### src/rtl/core/brb_pkg.sv
// shared types and constants of the byte ring buffer
package brb_pkg;

	// default store depth and the largest block of one write, read or peek
	localparam int DEPTH_DEF = 4096;
	localparam int MAX_BLOCK = 8;

	// field widths of the request and result words
	localparam int KIND_W   = 3;
	localparam int LEN_W    = 13;
	localparam int DATA_W   = 64;
	localparam int BYTES    = 8;
	localparam int LANE_W   = 3;
	localparam int HELD_W   = 12;
	localparam int STATUS_W = 2;

	// ring size after reset and the smallest usable ring
	localparam int SIZE_RESET = 4096;
	localparam int SIZE_MIN   = 2;

	// request kinds
	typedef enum logic [KIND_W-1:0] {
		KIND_WRITE   = 3'd0,
		KIND_READ    = 3'd1,
		KIND_PEEK    = 3'd2,
		KIND_SKIP    = 3'd3,
		KIND_RECYCLE = 3'd4
	} kind_t;

	// result status codes
	typedef enum logic [STATUS_W-1:0] {
		ST_DONE     = 2'd0,
		ST_NOSPACE  = 2'd1,
		ST_TOOLONG  = 2'd2
	} status_t;

	// byte store access strobes
	typedef struct packed {
		logic wr_en;
		logic rd_en;
	} mem_ctl_t;

endpackage

### src/rtl/core/brb_ctrl.sv
// request sequencer: pointer bookkeeping, byte moves and result register
module brb_ctrl #(
	parameter int DEPTH = brb_pkg::DEPTH_DEF,
	localparam int AW = (DEPTH > 1) ? $clog2(DEPTH) : 1
) (
	input  logic                         clk,
	input  logic                         arst_n,
	input  logic                         cfg_wr_en,
	input  logic [brb_pkg::LEN_W-1:0]    cfg_wr_data,
	input  logic                         in_valid,
	output logic                         in_stall,
	input  logic [brb_pkg::KIND_W-1:0]   kind,
	input  logic [brb_pkg::LEN_W-1:0]    length,
	input  logic [brb_pkg::DATA_W-1:0]   write_bytes,
	output logic                         out_valid,
	input  logic                         out_stall,
	output logic [brb_pkg::STATUS_W-1:0] status,
	output logic [brb_pkg::LEN_W-1:0]    done_length,
	output logic [brb_pkg::DATA_W-1:0]   read_bytes,
	output logic [brb_pkg::HELD_W-1:0]   held_count,
	output brb_pkg::mem_ctl_t            mem_ctl,
	output logic [AW-1:0]                mem_addr,
	output logic [7:0]                   mem_wdata,
	input  logic [7:0]                   mem_rdata
);

	localparam int SW = $clog2(DEPTH + 1);
	localparam int CW = (SW > brb_pkg::LEN_W) ? SW : brb_pkg::LEN_W;
	localparam int SIZE_RST = (DEPTH < brb_pkg::SIZE_RESET) ? DEPTH : brb_pkg::SIZE_RESET;

	typedef enum logic [5:0] {
		S_IDLE  = 6'b000001,
		S_EVAL  = 6'b000010,
		S_CHECK = 6'b000100,
		S_MOVE  = 6'b001000,
		S_DRAIN = 6'b010000,
		S_DONE  = 6'b100000
	} state_t;

	state_t                                      state_q;
	logic [SW-1:0]                               size_q;
	logic [AW-1:0]                               head_q;
	logic [AW-1:0]                               tail_q;
	logic [AW-1:0]                               ptr_q;
	logic [brb_pkg::LANE_W-1:0]                  cnt_q;
	brb_pkg::kind_t                              kind_q;
	logic [brb_pkg::LEN_W-1:0]                   len_q;
	logic [brb_pkg::BYTES-1:0][7:0]              wdata_q;
	logic [SW-1:0]                               held_q;
	logic [SW-1:0]                               free_q;
	brb_pkg::status_t                            res_status_q;
	logic [brb_pkg::LEN_W-1:0]                   res_done_q;
	logic [SW-1:0]                               res_held_q;
	logic [brb_pkg::BYTES-1:0][7:0]              rdata_q;
	logic                                        rd_pend_s1;
	logic [brb_pkg::LANE_W-1:0]                  lane_s1;
	logic                                        out_valid_q;
	brb_pkg::status_t                            out_status_q;
	logic [brb_pkg::LEN_W-1:0]                   out_done_q;
	logic [brb_pkg::DATA_W-1:0]                  out_rdata_q;
	logic [brb_pkg::HELD_W-1:0]                  out_held_q;

	logic [CW-1:0]     cfg_v;
	logic [SW-1:0]     size_d;
	logic [SW-1:0]     held_d;
	logic [CW-1:0]     len_x;
	logic              is_rd;
	logic              too_long;
	logic              short_hold;
	logic              short_free;
	logic              move_req;
	logic [SW:0]       skip_sum;
	logic [AW-1:0]     skip_head;
	logic [SW:0]       ptr_inc;
	logic [AW-1:0]     ptr_nx;
	logic              last;
	logic              out_free;
	brb_pkg::status_t  res_status_d;
	logic [brb_pkg::LEN_W-1:0] res_done_d;
	logic [SW-1:0]     res_held_d;

	// clamp the configured ring size into two .. depth
	always_comb begin
		cfg_v = CW'(cfg_wr_data);
		if (cfg_v < CW'(brb_pkg::SIZE_MIN)) begin
			cfg_v = CW'(brb_pkg::SIZE_MIN);
		end
		if (cfg_v > CW'(DEPTH)) begin
			cfg_v = CW'(DEPTH);
		end
		size_d = SW'(cfg_v);
	end

	// held byte count from the two pointers
	always_comb begin
		if (tail_q >= head_q) begin
			held_d = SW'(tail_q) - SW'(head_q);
		end else begin
			held_d = SW'(tail_q) + size_q - SW'(head_q);
		end
	end

	// request checks against held and free bytes
	always_comb begin
		len_x      = CW'(len_q);
		is_rd      = kind_q inside {brb_pkg::KIND_READ, brb_pkg::KIND_PEEK};
		too_long   = (kind_q inside {brb_pkg::KIND_WRITE, brb_pkg::KIND_READ,
			brb_pkg::KIND_PEEK}) && (len_q > brb_pkg::LEN_W'(brb_pkg::MAX_BLOCK));
		short_hold = len_x > CW'(held_q);
		short_free = len_x > CW'(free_q);
		move_req   = !too_long && (len_q != '0) &&
			(((kind_q == brb_pkg::KIND_WRITE) && !short_free) || (is_rd && !short_hold));
		skip_sum   = (SW+1)'(head_q) + (SW+1)'(len_q);
		if (skip_sum >= (SW+1)'(size_q)) begin
			skip_sum = skip_sum - (SW+1)'(size_q);
		end
		skip_head  = AW'(skip_sum);
	end

	// result of the checked request
	always_comb begin
		res_status_d = brb_pkg::ST_DONE;
		res_done_d   = '0;
		res_held_d   = held_q;
		if (too_long) begin
			res_status_d = brb_pkg::ST_TOOLONG;
		end else begin
			case (kind_q)
				brb_pkg::KIND_WRITE: begin
					if (short_free) begin
						res_status_d = brb_pkg::ST_NOSPACE;
					end else begin
						res_done_d = len_q;
						res_held_d = held_q + SW'(len_q);
					end
				end
				brb_pkg::KIND_READ, brb_pkg::KIND_SKIP: begin
					if (short_hold) begin
						res_status_d = brb_pkg::ST_NOSPACE;
					end else begin
						res_done_d = len_q;
						res_held_d = held_q - SW'(len_q);
					end
				end
				brb_pkg::KIND_PEEK: begin
					if (short_hold) begin
						res_status_d = brb_pkg::ST_NOSPACE;
					end else begin
						res_done_d = len_q;
					end
				end
				brb_pkg::KIND_RECYCLE: begin
					res_held_d = '0;
				end
				default: begin
				end
			endcase
		end
	end

	// ring step of the moving pointer
	always_comb begin
		ptr_inc = (SW+1)'(ptr_q) + (SW+1)'(1);
		ptr_nx  = (ptr_inc >= (SW+1)'(size_q)) ? '0 : AW'(ptr_inc);
		last    = (brb_pkg::LEN_W'(cnt_q) + brb_pkg::LEN_W'(1)) == len_q;
	end

	assign out_free = !out_valid_q || !out_stall;

	// sequencer, pointers and output valid
	always_ff @(posedge clk or negedge arst_n) begin
		if (!arst_n) begin
			state_q     <= S_IDLE;
			size_q      <= SW'(SIZE_RST);
			head_q      <= '0;
			tail_q      <= '0;
			rd_pend_s1  <= 1'b0;
			out_valid_q <= 1'b0;
		end else begin
			rd_pend_s1 <= (state_q == S_MOVE) && is_rd;
			if (state_q == S_DONE && out_free) begin
				out_valid_q <= 1'b1;
			end else if (out_valid_q && !out_stall) begin
				out_valid_q <= 1'b0;
			end
			if (cfg_wr_en) begin
				size_q <= size_d;
				head_q <= '0;
				tail_q <= '0;
			end
			case (state_q)
				S_IDLE: begin
					if (in_valid) begin
						state_q <= S_EVAL;
					end
				end
				S_EVAL: begin
					state_q <= S_CHECK;
				end
				S_CHECK: begin
					if (move_req) begin
						state_q <= S_MOVE;
					end else begin
						state_q <= S_DONE;
					end
					if (!too_long) begin
						case (kind_q)
							brb_pkg::KIND_SKIP: begin
								if (!short_hold) begin
									head_q <= skip_head;
								end
							end
							brb_pkg::KIND_RECYCLE: begin
								head_q <= '0;
								tail_q <= '0;
							end
							default: begin
							end
						endcase
					end
				end
				S_MOVE: begin
					if (last) begin
						if (kind_q == brb_pkg::KIND_WRITE) begin
							tail_q  <= ptr_nx;
							state_q <= S_DONE;
						end else begin
							if (kind_q == brb_pkg::KIND_READ) begin
								head_q <= ptr_nx;
							end
							state_q <= S_DRAIN;
						end
					end
				end
				S_DRAIN: begin
					state_q <= S_DONE;
				end
				S_DONE: begin
					if (out_free) begin
						state_q <= S_IDLE;
					end
				end
				default: begin
					state_q <= S_IDLE;
				end
			endcase
		end
	end

	// request, move and result payload
	always_ff @(posedge clk) begin
		if (state_q == S_IDLE && in_valid) begin
			kind_q  <= brb_pkg::kind_t'(kind);
			len_q   <= length;
			wdata_q <= write_bytes;
		end
		if (state_q == S_EVAL) begin
			held_q <= held_d;
			free_q <= size_q - SW'(1) - held_d;
		end
		if (state_q == S_CHECK) begin
			ptr_q        <= (kind_q == brb_pkg::KIND_WRITE) ? tail_q : head_q;
			cnt_q        <= '0;
			rdata_q      <= '0;
			res_status_q <= res_status_d;
			res_done_q   <= res_done_d;
			res_held_q   <= res_held_d;
		end
		if (state_q == S_MOVE) begin
			ptr_q <= ptr_nx;
			cnt_q <= cnt_q + brb_pkg::LANE_W'(1);
		end
		lane_s1 <= cnt_q;
		// store read data arrives in the cycle after its address
		if (rd_pend_s1) begin
			rdata_q[lane_s1] <= mem_rdata;
		end
		if (state_q == S_DONE && out_free) begin
			out_status_q <= res_status_q;
			out_done_q   <= res_done_q;
			out_rdata_q  <= rdata_q;
			out_held_q   <= brb_pkg::HELD_W'(res_held_q);
		end
	end

	// byte store access
	always_comb begin
		mem_ctl.wr_en = (state_q == S_MOVE) && (kind_q == brb_pkg::KIND_WRITE);
		mem_ctl.rd_en = (state_q == S_MOVE) && is_rd;
		mem_addr      = ptr_q;
		mem_wdata     = wdata_q[cnt_q];
	end

	assign in_stall    = (state_q != S_IDLE);
	assign out_valid   = out_valid_q;
	assign status      = out_status_q;
	assign done_length = out_done_q;
	assign read_bytes  = out_rdata_q;
	assign held_count  = out_held_q;

endmodule

### config.mk
export PLATFORM = sky130hd
export DESIGN_NAME = brb_ctrl
export DESIGN_NICKNAME = d
export VERILOG_FILES = /design/src/rtl/core/brb_pkg.sv /design/src/rtl/core/brb_ctrl.sv
export SDC_FILE = /design/constraint.sdc
export NUM_CORES = 1
export LEC_CHECK = 0
export CORE_MARGIN = 5
export CORE_UTILIZATION = 35
export CTS_CLUSTER_SIZE = 16
export DETAILED_ROUTE_END_ITERATION = 16
export DONT_BUFFER_PORTS = 1
export MAX_ROUTING_LAYER = met4
export PLACE_DENSITY_LB_ADDON = 0.15
export REMOVE_ABC_BUFFERS = 1
export SLEW_MARGIN = 20
export SYNTH_ARGS = -nofsm -noshare
export SYNTH_HDL_FRONTEND = slang
export SYNTH_SLANG_ARGS = --single-unit
### constraint.sdc
create_clock -name clk -period 5.9 [get_ports clk]
set_input_delay 0.59 -clock clk [delete_from_list [all_inputs] [get_ports clk]]
set_output_delay 0.59 -clock clk [all_outputs]
set_load 0.01 [all_outputs]
Yosys cells after proc, flatten, opt, wreduce, memory -nomap -nowiden. Index checks and enable logic that the tools add are counted.

Memories kept: 0. ROM bits: 0. Flip-flop bits (word level): 351. Memory bits (writable): 0. Word-level logic and storage cells: 150. Bits in latches: 0.

Multiplexer cells: 49. $lt $le $gt $ge: 11. Div/mod/pow operators: 0. Bitwise gates (word level): 0. Shift operators: 0. Multiply operators: 0. Equality and inequality tests: 15. Reduce and logical (&&, ||, !) cells: 27. $add $sub $neg: 12.

Operators by type and width (number): $mux 12 (19); $mux 64 (2); $pmux 12 s2 (3); $mux 13 (5); $bwmux 64 (1); $pmux 12 s3 (1); $pmux 6 s6 (1); $mux 6 (5); $gt 13x13->1 (2); $pmux 13 s2 (1); $bmux 8 s3 (1); $demux 8 s3 (1); $sub 12x12->12 (2); $mux 8 (2); $add 12x13->14 (1); $ge 14x13->1 (1); $add 12x1->13 const B (1); $add 12x13->13 (1); $eq 4x13->1 (1); $ge 13x13->1 (1); $gt 13x13->1 const B (1); $gt 13x4->1 const B (1); $lt 13x2->1 const B (1); $reduce_bool 13->1 (1); other kinds (33) (58).

Logic depth before layout (Yosys ltp). Gate-level depths: netlist of the first run.

Depth in word-level cells: 8. Mapped depth: 22.

Least setup slack after synthesis of the first run. No wires, ideal clock.

Path type: flip-flop to flip-flop. Start point: reg state_q[3]. End point: reg out_done_q (netlist bit done_length[0]), enable pin. Buffers on the path: 1. Stages on the path, launching flop included: 5. Data arrival time: 5456 ps. Library setup time: 570 ps. Setup slack: -126 ps. Path through: dfrtp_1 > clkbuf_1 > nor3_1 > nand3_1 > a21oi_1.

Longest elaborated chain between the ends: 2.

Ends and longest elaborated chain: start, declared (line brb_ctrl.sv:40) `state_t state_q;`; start signal, assigned (line brb_ctrl.sv:173) `state_q <= S_IDLE;`; start signal, assigned (line brb_ctrl.sv:194) `state_q <= S_EVAL;`; start signal, assigned (line brb_ctrl.sv:198) `state_q <= S_CHECK;`; $eq 6x6->1 (line brb_ctrl.sv:278) `if (state_q == S_DONE && out_free) begin`; $logic_and 1x1->1 (line brb_ctrl.sv:278); end signal, assigned (line brb_ctrl.sv:280) `out_done_q <= res_done_q;`; end, declared (line brb_ctrl.sv:59) `logic [brb_pkg::LEN_W-1:0] out_done_q;`.

No other way between the ends. A chain may end at the register's enable or synchronous reset.

Final worst setup path of the first run.
Start point: reg head_q[1]. End point: reg free_q[12], data pin.

Longest elaborated chain between the ends: 3.

Ends and longest elaborated chain: start, declared (line brb_ctrl.sv:42) `logic [AW-1:0] head_q;`; start signal, assigned (line brb_ctrl.sv:210) `head_q <= skip_head;`; start signal, assigned (line brb_ctrl.sv:229) `head_q <= ptr_nx;`; $sub 13x12->13, or another cell as far along (line brb_ctrl.sv:99) `held_d = SW'(tail_q) + size_q - SW'(head_q);`; $mux 13 * (line brb_ctrl.sv:96) `if (tail_q >= head_q) begin`; net held_d[4] (line brb_ctrl.sv:65) `logic [SW-1:0] held_d;`; $sub 13x13->13 * (line brb_ctrl.sv:259) `free_q <= size_q - SW'(1) - held_d;`; end signal, assigned (line brb_ctrl.sv:259); end, declared (line brb_ctrl.sv:50) `logic [SW-1:0] free_q;`.

The timed path passes the listed nets; every way through them passes the cells marked *.

==> reports/metrics.yaml, run 1 <==
drtIter0Drc: 867
wl_mm: 51.19
start_util: 0.3515
cts_tree: "yes"
clk_latency_ns: 0.57
max_freq_mhz: 198.5
setup-violations-final: 0
synth_compound_area_frac: 0.1229
ant_nets: 0
hold_violations: 0
routedWlPerCell_um: 21.63
ys_seq_area_frac: 0.5254
synthMuxAreaShare: 0.04245
yosys.area_share.simple: 0.1303
cts.path.max_buffers: 3
firstDrtPassIters: 5
worst_pin_slew_ns: 1.105
portBuffers: 0
critPathLaunchType: "flop"
vias: 12520
final-instance-count-excl-fill: 2367
synthXorXnorAreaFrac: 0.03094
ys_warn_count: 0
critPathRequiredTime_ns: 6.19
finalCriticalPeriod_ns: 5.037
layout.nets: 1891
worstPathArrival_ns: 5.33
post-route-util: 0.3928
hold_path.class: "input pin to flop"
critical_path_class: "flop to flop"
crit_path_max_fanout: 13
ys_ff_latch: 351
grt_pass1_vias: 12480
die_area_um2: 57140
area_growth_pct: 11.75
status: "finished clean"
groute.usage.overall: 0.1802
cts_buffers: 41
end_kind: "flop"
grt_max_degree: 69
grt_setup_unrepaired: "no"
grt_pass1_wl_mm: 77.17
cts_setup_buffers: 0
htree_num_levels: 2
drv_slew: 0
coreArea_um2: 52240
die_height_um: 239.0
fin_skew_ns: 0.02418
hpwlAfterDp_mm: 38.06
clock-root-buffer: "clkbuf_16"
numPlacedInstances: 2286
total_power_uw: 8104
synthDistinctLibCells: 86
ir_drop_v: 0.0001749
fp-row-count: 84
synth_top_family_by_area: "simple AND/OR/NAND/NOR gates"
synthCells: 1642
async_reset_ff_frac: 0.1282
synth_fa_ha_area_frac: 0.1041
drc: 0
drive_gt1_frac: 0.07876
relSlewSlack: 0.2607
syn_area_um2: 18360
synth_edf_count: 239
die-width_um: 239.0
pin_count: 221
grt_antenna_before_repair: 3
clk_pin_slew_ns: 0.06
cts_resized: 0
gr-total-overflow: 0
period_share: 0.8538
clock-sinks: 351
p_per_area_nw_per_um2: 395.0
leakagePower_uw: 0.008174
via_per_inst: 5.291
cts_hold_buf: 2
cap_viol_max_count: 0
synth_ff_type: "edfxtp_1"
globalplace.congestion: 0.8434
syn_avg_cell_area_um2: 11.18
==> kinds of logic (layout without fill, tap and decap cells) <==
family,Yosys count,after routing
muxes,55,55
buffers and inverters,197,231
xor gates and xnor gates,64,64
DFF,351,351
and+or+nand+nor,510,510
adders and majority gates,142,142
other,0,3
AOI/OAI and AO/OA,323,323
==> layout by cell type, fill, tap and decap left out, drive strengths merged, types with 11 or more instances in the layout <==
cell type / n
edfxtp: 239
nand2: 191
inv: 142
ha: 124
nor2: 89
nand3: 89
a21oi: 75
o21ai: 72
dfxtp: 67
clkbuf: 57
xnor2: 46
dfrtp: 43
nor3: 40
mux2i: 25
nor2b: 19
xor2: 18
a21o: 18
fa: 18
nand2b: 17
o21a: 16
a221o: 16
mux4: 16
mux2: 14
buf: 14
o211ai: 12
o22ai: 12
nor4: 12
clkinv: 12
and3: 11
==> synthesized netlist by cell type (11+ instances only) <==
cell	count	area [um^2]
xnor2_1	45	394.1
fa_1	18	360.4
o22ai_1	11	68.82
nand2_1	190	713.2
buf_2	16	80.08
and3_1	11	68.82
o211ai_1	12	90.09
a21oi_1	75	375.4
clkbuf_1	23	86.33
nor2b_1	19	118.9
o21ai_0	68	340.3
inv_1	140	525.5
dfxtp_1	67	1341
o21a_1	16	120.1
nand3_1	88	440.4
a221o_1	16	160.2
ha_1	124	1551
mux2i_1	25	250.2
mux4_2	13	292.8
a21o_1	18	135.1
nor4_1	11	68.82
edfxtp_1	239	7177
nor2_1	88	330.3
dfrtp_1	43	1076
mux2_2	14	157.7
xor2_1	18	157.7
nand2b_1	17	106.4
nor3_1	40	200.2
==> registers in the layout, indices dropped and copies added (netlist names), 13 cells and up <==
name,flops
res_done_q,13
held_q,13
wdata_q,64
size_q,13
rdata_q,64
done_length,13
len_q,13
read_bytes,64
free_q,13
==> where the power goes <==
group	switching, uW	total, uW	internal (uW)
clock	1030	2600	1570
combinational	1180	1970	783
sequential	306	3540	3230
==> metrics by stage <==
step | TNS, ns | worst slack, ns | instance area, um^2 | hold WS [ns]
global route | 0 | 0.6148 | 20520 | 0.06561
floorplan | -4.880 | -0.05362 | 18080 | 0.2944
finish | 0 | 0.8628 | 20520 | 0.09143
CTS | 0 | 0.9492 | 20510 | 0.05060
global placement | 0 | 1.062 | 19080 | 0.2982
detailed placement | 0 | 0.9916 | 19080 | 0.2984
==> layout make-up <==
class	instances	area (um^2)
Antenna cell	3	7.507
Clock buffer	57	1167
Clock inverter	19	230.2
Fill cell	5000	31720
Inverter	140	525.5
Multi-Input combinational cell	1094	7946
Sequential cell	351	9647
Tap cell	688	860.8
Timing Repair Buffer	15	135.1
==> path summary, 6_finish.rpt <==
check | start | cells past startpoint | endpoint | slack (ns)
setup / recovery | head_q[1] | 20 | free_q[12] | 0.86
hold / removal | cfg_wr_en | 1 | size_q[12] | 0.09
setup reg to reg | head_q[1] | 20 | free_q[12] | 0.86
hold reg to reg | res_status_q[0] | 0 | status[0] | 0.42
max in group asynchronous | arst_n | 2 | state_q[0] | 5.05
min in group asynchronous | arst_n | 2 | size_q[10] | 0.52
==> metal layers <==
metal | up-vias | part of all wire | global-route usage
met2 | 296 | 0.49 | 0.2991
li1 | 5981 | - | -
met1 | 6183 | 0.44 | 0.2285
met5 | - | 0 | -
met3 | 64 | 0.050 | 0.03692
met4 | 0 | 0.021 | 0.04237
==> critical path, cell delays in order (launching register included) <==
cell      delay, ns
dfrtp_1        0.52
inv_1          0.13
ha_1           0.34
nor2b_1        0.15
o31a_1         0.28
o211ai_1       0.30
a21oi_1        0.19
a41oi_2        0.30
nand2_1        0.25
buf_4          0.28
mux2_2         0.30
inv_1          0.06
ha_1           0.26
o21a_1         0.13
o31a_1         0.13
o211ai_1       0.19
nand2_1        0.09
a41o_1         0.26
o41ai_1        0.32
xnor2_1        0.14
xnor2_1        0.14
(Power assumes the default switching activity.)
==> inputs of run 2 (changes only) <==
CORE_MARGIN = 1.5   (was 5)
CTS_CLUSTER_DIAMETER = 30   (was unset)
REMOVE_ABC_BUFFERS = unset   (was 1)
==> run 2 against run 1 <==
  * Largest power group is now clock
  * Highest routed layer unchanged
  * Sequential cell count unchanged
  * Final cell count grew 3.3%
  * Global-route usage is 1.6 points higher
  * First-iteration DRC count shrank 0.81%
  * Non-clock buffer count rose by 2
  * Combinational power about the same
  * Sequential power hardly changed
==> reports/metrics.yaml, run 2 (synthesis gave the netlist of run 1 again) <==
critPathLaunchType: "flop"
worstPathBufferInverterCount: 3
ir_drop_v: 0.0002797
ant_nets: 0
leakagePower_uw: 0.009060
crit_path_max_fanout: 12
swShare: 0.2813
hold_path.class: "input pin to flop"
layout.nets: 1939
status: "finished clean"
clock-root-buffer: "clkbuf_16"
drc: 0
total_power_uw: 10650
regToRegSetupSlack_ns: 0.84
grt_setup_unrepaired: "no"
cts_tree: "yes"
grt_pass1_vias: 12760
synth_nets: 1890
p_int_uw: 7656
hpwlAfterDp_mm: 37.51
firstDrtPassIters: 7
htree_num_levels: 3
drtIter0Drc: 860
final_common_cell: "edfxtp_1"
critical_path_class: "flop to flop"
final_cell_mix: "edfxtp_1, nand2_1, inv_1"
hold_violations: 0
worst_pin_slew_ns: 1.042
grt_max_degree: 70
fin_tns_setup_ns: 0
area_growth_pct: 21.76
groute.usage.overall: 0.1967
pwr-share-comb: 0.187
grt_pass1_wl_mm: 77.88
p_switching_uw: 2996
portBuffers: 0
critical_path.slowest_cell: "dfrtp_1"
cts.path.max_buffers: 3
p_per_area_nw_per_um2: 476.4
crit_family: "compound AO/OA/AOI/OAI gates"
via_per_inst: 5.257
routedWlPerCell_um: 20.83
max_freq_mhz: 197.6
grt_antenna_before_repair: 1
end_kind: "flop"
drive_gt1_frac: 0.1191
drv_slew: 0
die_height_um: 232.0
slowest_delay_ns: 0.49
wl_mm: 50.90
critPathRequiredTime_ns: 6.26
worstPathArrival_ns: 5.42
clk_pin_slew_ns: 0.04
vias: 12850
globalplace.congestion: 0.8546
clock-sinks: 351
post-route-util: 0.4332
setup-violations-final: 0
clk_latency_ns: 0.63
finalCriticalPeriod_ns: 5.060
start_util: 0.3557
fin_skew_ns: 0.05979
coreArea_um2: 51610
die_area_um2: 53840
cts_buffers: 87
cap_viol_max_count: 0
seqPwrFrac: 0.333
whs_ns: 0.04457
pwr-share-clk: 0.481
die-width_um: 232.0
fp-row-count: 83
pin_count: 221
period_share: 0.8577
path_cells: "inv_1, ha_1, nor2b_1, o31a_1, o211ai_1, a21oi_1, a41oi_2, nand2_1, buf_4, mux2_2, inv_1, ha_1, o21a_1, o31a_1, o211ai_1, nand2_1, a41o_1, o41ai_1, xnor2_1, xnor2_1"
gr-total-overflow: 0
relSlewSlack: 0.3025
[run 2: changes by cell type in the layout (fill, tap and decap cells not counted), sizes merged]
cell      previous run  this run
diode                3         1
bufinv               4        19
buf                 14        16
clkbuf              57       109
clkinv              12        28
clkinvlp             1         3
[run 2: per-stage QoR]
stage	setup slack (ns)	instances	instance area, um^2
finish	0.8397	2444	22360
global route	0.4539	2444	22360
CTS	0.9180	2442	22330
detailed placement	0.9035	2279	19070
global placement	1.019	2279	19070
floorplan	0.4386	1642	18370
[run 2: worst paths after layout]
path | start | end | depth (start not counted)
max in group asynchronous | arst_n | state_q[0] | 2
min in group asynchronous | arst_n | size_q[11] | 2
worst max register to register | head_q[1] | free_q[12] | 20
worst min register to register | rdata_q[53] | read_bytes[53] | 0
worst min-delay path | write_bytes[19] | wdata_q[19] | 0
worst max-delay path | head_q[1] | free_q[12] | 20
[run 2: per-layer routing]
layer  track usage  vias to the layer above  share of wire  wire length, um
met4       0.06270                        0          0.018              903
met2        0.3203                      347           0.49            24740
met3       0.04101                       57          0.051             2596
met5             -                        -              0                0
met1        0.2439                     6333           0.45            22660
li1              -                     6111              -                -
[run 2: power groups by stage]
stage / Combinational (uW) / Clock, uW / Sequential (uW)
after floorplan: 1540 / 0 / 3460
after global placement: 1930 / 0 / 3570
after detailed placement: 1960 / 0 / 3590
after CTS: 1980 / 5210 / 3550
after global routing: 2230 / 5350 / 3600
final: 1990 / 5120 / 3540
[run 2: area by class of cell]
class,instances,area (um^2)
multi-input cells,1094,7948
fillers,4736,29260
diodes,1,2.502
clock inverters,52,893.4
well taps,680,850.8
flip-flops and latches,351,9647
repair buffers,17,170.2
clock buffers,109,2320
inverters,140,525.5
[run 2: timing repair]
item,4_1_cts,5_1_grt
buffers inserted,0,0
resized for setup,0,0
hold buffers,2,0
endpoints found under the hold margin,45,0
==> inputs of run 3 (changes only) <==
CORE_MARGIN = unset   (was 1.5)
CORE_UTILIZATION = 45   (was 35)
==> run 3 against run 2 <==
  * Via count down 0.65%
  * Worst setup slack better by 0.16 ns
  * Die area down 23%
  * Clock skew down 0.038 ns
  * Sequential power about the same
  * Critical path type unchanged
==> reports/metrics.yaml, run 3 (synthesis gave the netlist of run 1 again) <==
hold_violations: 0
coreArea_um2: 40010
drv_slew: 0
worstPathArrival_ns: 5.21
routedWlPerCell_um: 21.00
worst_pin_slew_ns: 1.101
critPathLaunchType: "flop"
die-width_um: 204.0
fin_skew_ns: 0.02160
drc: 0
fp-row-count: 73
regArea_um2: 9647
hpwlAfterDp_mm: 34.72
cts.path.max_buffers: 3
crit_path_max_fanout: 13
p_per_area_nw_per_um2: 471.7
start_util: 0.4590
numPlacedInstances: 2121
pin_count: 221
cap_viol_max_count: 0
critical_path_class: "flop to flop"
wl_mm: 47.75
grt_max_degree: 92
globalplace.congestion: 0.8686
setup-violations-final: 0
critPathRequiredTime_ns: 6.21
firstDrtPassIters: 5
ant_nets: 0
final-instance-count-excl-fill: 2274
grt_pass1_wl_mm: 74.22
portBuffers: 0
final_cell_mix: "edfxtp_1, nand2_1, inv_1"
cts_tree: "yes"
max_freq_mhz: 203.9
area_growth_pct: 19.15
hold_path.class: "input pin to flop"
htree_num_levels: 3
groute.usage.overall: 0.2410
end_kind: "flop"
period_share: 0.8313
synth_nets: 1890
grt_setup_unrepaired: "no"
clk_latency_ns: 0.59
gr-total-overflow: 0
clk_pin_slew_ns: 0.04
fin_tns_setup_ns: 0
fillers: 3480
finalCriticalPeriod_ns: 4.905
clock-sinks: 351
grt_pass1_vias: 12720
cts_buffers: 82
via_per_inst: 5.613
grt_antenna_before_repair: 2
status: "finished clean"
relSlewSlack: 0.2663
vias: 12770
drive_gt1_frac: 0.1156
layout.nets: 1930
die_height_um: 204.0
leakagePower_uw: 0.008923
die_area_um2: 41610
cts_resized: 0
ir_drop_v: 0.0002630
clock-root-buffer: "clkbuf_16"
drtIter0Drc: 783
final_common_cell: "edfxtp_1"
multi_input_area_um2: 7946
==> run 3: cell types whose count changed in the layout (fill, tap and decap cells not counted), moves of 2 or more <==
cell	previous run	this run
buf_4	14	10
clkinv_2	14	16
clkinvlp_4	3	7
clkbuf_16	87	82
clkinv_16	5	1
clkbuf_1	16	8
==> run 3: routing by layer <==
metal	up-vias	wire, um	global-route usage
met5	-	0	-
met4	0	971	0.07729
met3	79	2782	0.05501
met2	345	22940	0.3806
met1	6243	21060	0.3069
li1	6098	-	-
==> run 3: final cells by class <==
type	instances	share of cell area
diodes	2	0.0002288
clock buffers	95	0.09831
clock inverters	54	0.03758
inverters	140	0.02402
multi-input cells	1094	0.3632
flip-flops and latches	351	0.4409
well taps	525	0.03003
repair buffers	13	0.005662
==> run 3: final timing paths <==
kind / from / to / slack, ns / cells past startpoint
setup reg to reg: head_q[1] / free_q[12] / 1.0 / 19
max in group asynchronous: arst_n / state_q[0] / 5.05 / 2
min in group asynchronous: arst_n / size_q[2] / 0.55 / 2
hold reg to reg: res_done_q[5] / done_length[5] / 0.41 / 0
setup / recovery: head_q[1] / free_q[12] / 1.0 / 19
hold / removal: length[0] / len_q[0] / 0.10 / 0
==> run 3: what timing repair did <==
action	CTS	global route
hold buffers	2	0
buffers inserted	0	0
hold endpoints to repair	45	0
==> run 3: report_power, final <==
| group | switching [uW] | total [uW] | internal, uW |
|---|---|---|---|
| clock | 1400 | 4830 | 3430 |
| sequential | 306 | 3540 | 3240 |
| combinational | 1160 | 1940 | 782 |
| total | 2870 | 10300 | 7450 |
==> run 3: stage by stage <==
| stage | instance area [um^2] | hold slack [ns] | util | setup WS, ns | total power, uW |
|---|---|---|---|---|---|
| floorplan | 18370 | 0.2944 | - | 0.4386 | 4998 |
| finish | 21880 | 0.1007 | 0.5469 | 0.9955 | 10320 |
| global placement | 18860 | 0.2973 | 0.4714 | 1.121 | 5453 |
| CTS | 21870 | 0.06736 | 0.5466 | 1.014 | 10400 |
| global route | 21880 | 0.06881 | 0.5469 | 0.5821 | 10820 |
| detailed placement | 18860 | 0.2972 | 0.4714 | 1.034 | 5509 |
==> run 3: worst max-delay path, cell delays in order, from the launching register on <==
cell	delay [ns]
dfrtp_1	0.48
inv_1	0.13
ha_1	0.33
nor2b_1	0.15
o31a_1	0.28
o211ai_1	0.29
a21oi_1	0.19
a41oi_2	0.30
nand2_1	0.24
buf_4	0.27
mux2i_1	0.23
ha_1	0.31
o21a_1	0.20
o31a_1	0.13
o211ai_1	0.17
nand2_1	0.10
a41o_1	0.27
o41ai_1	0.30
xnor2_1	0.18
xnor2_1	0.08
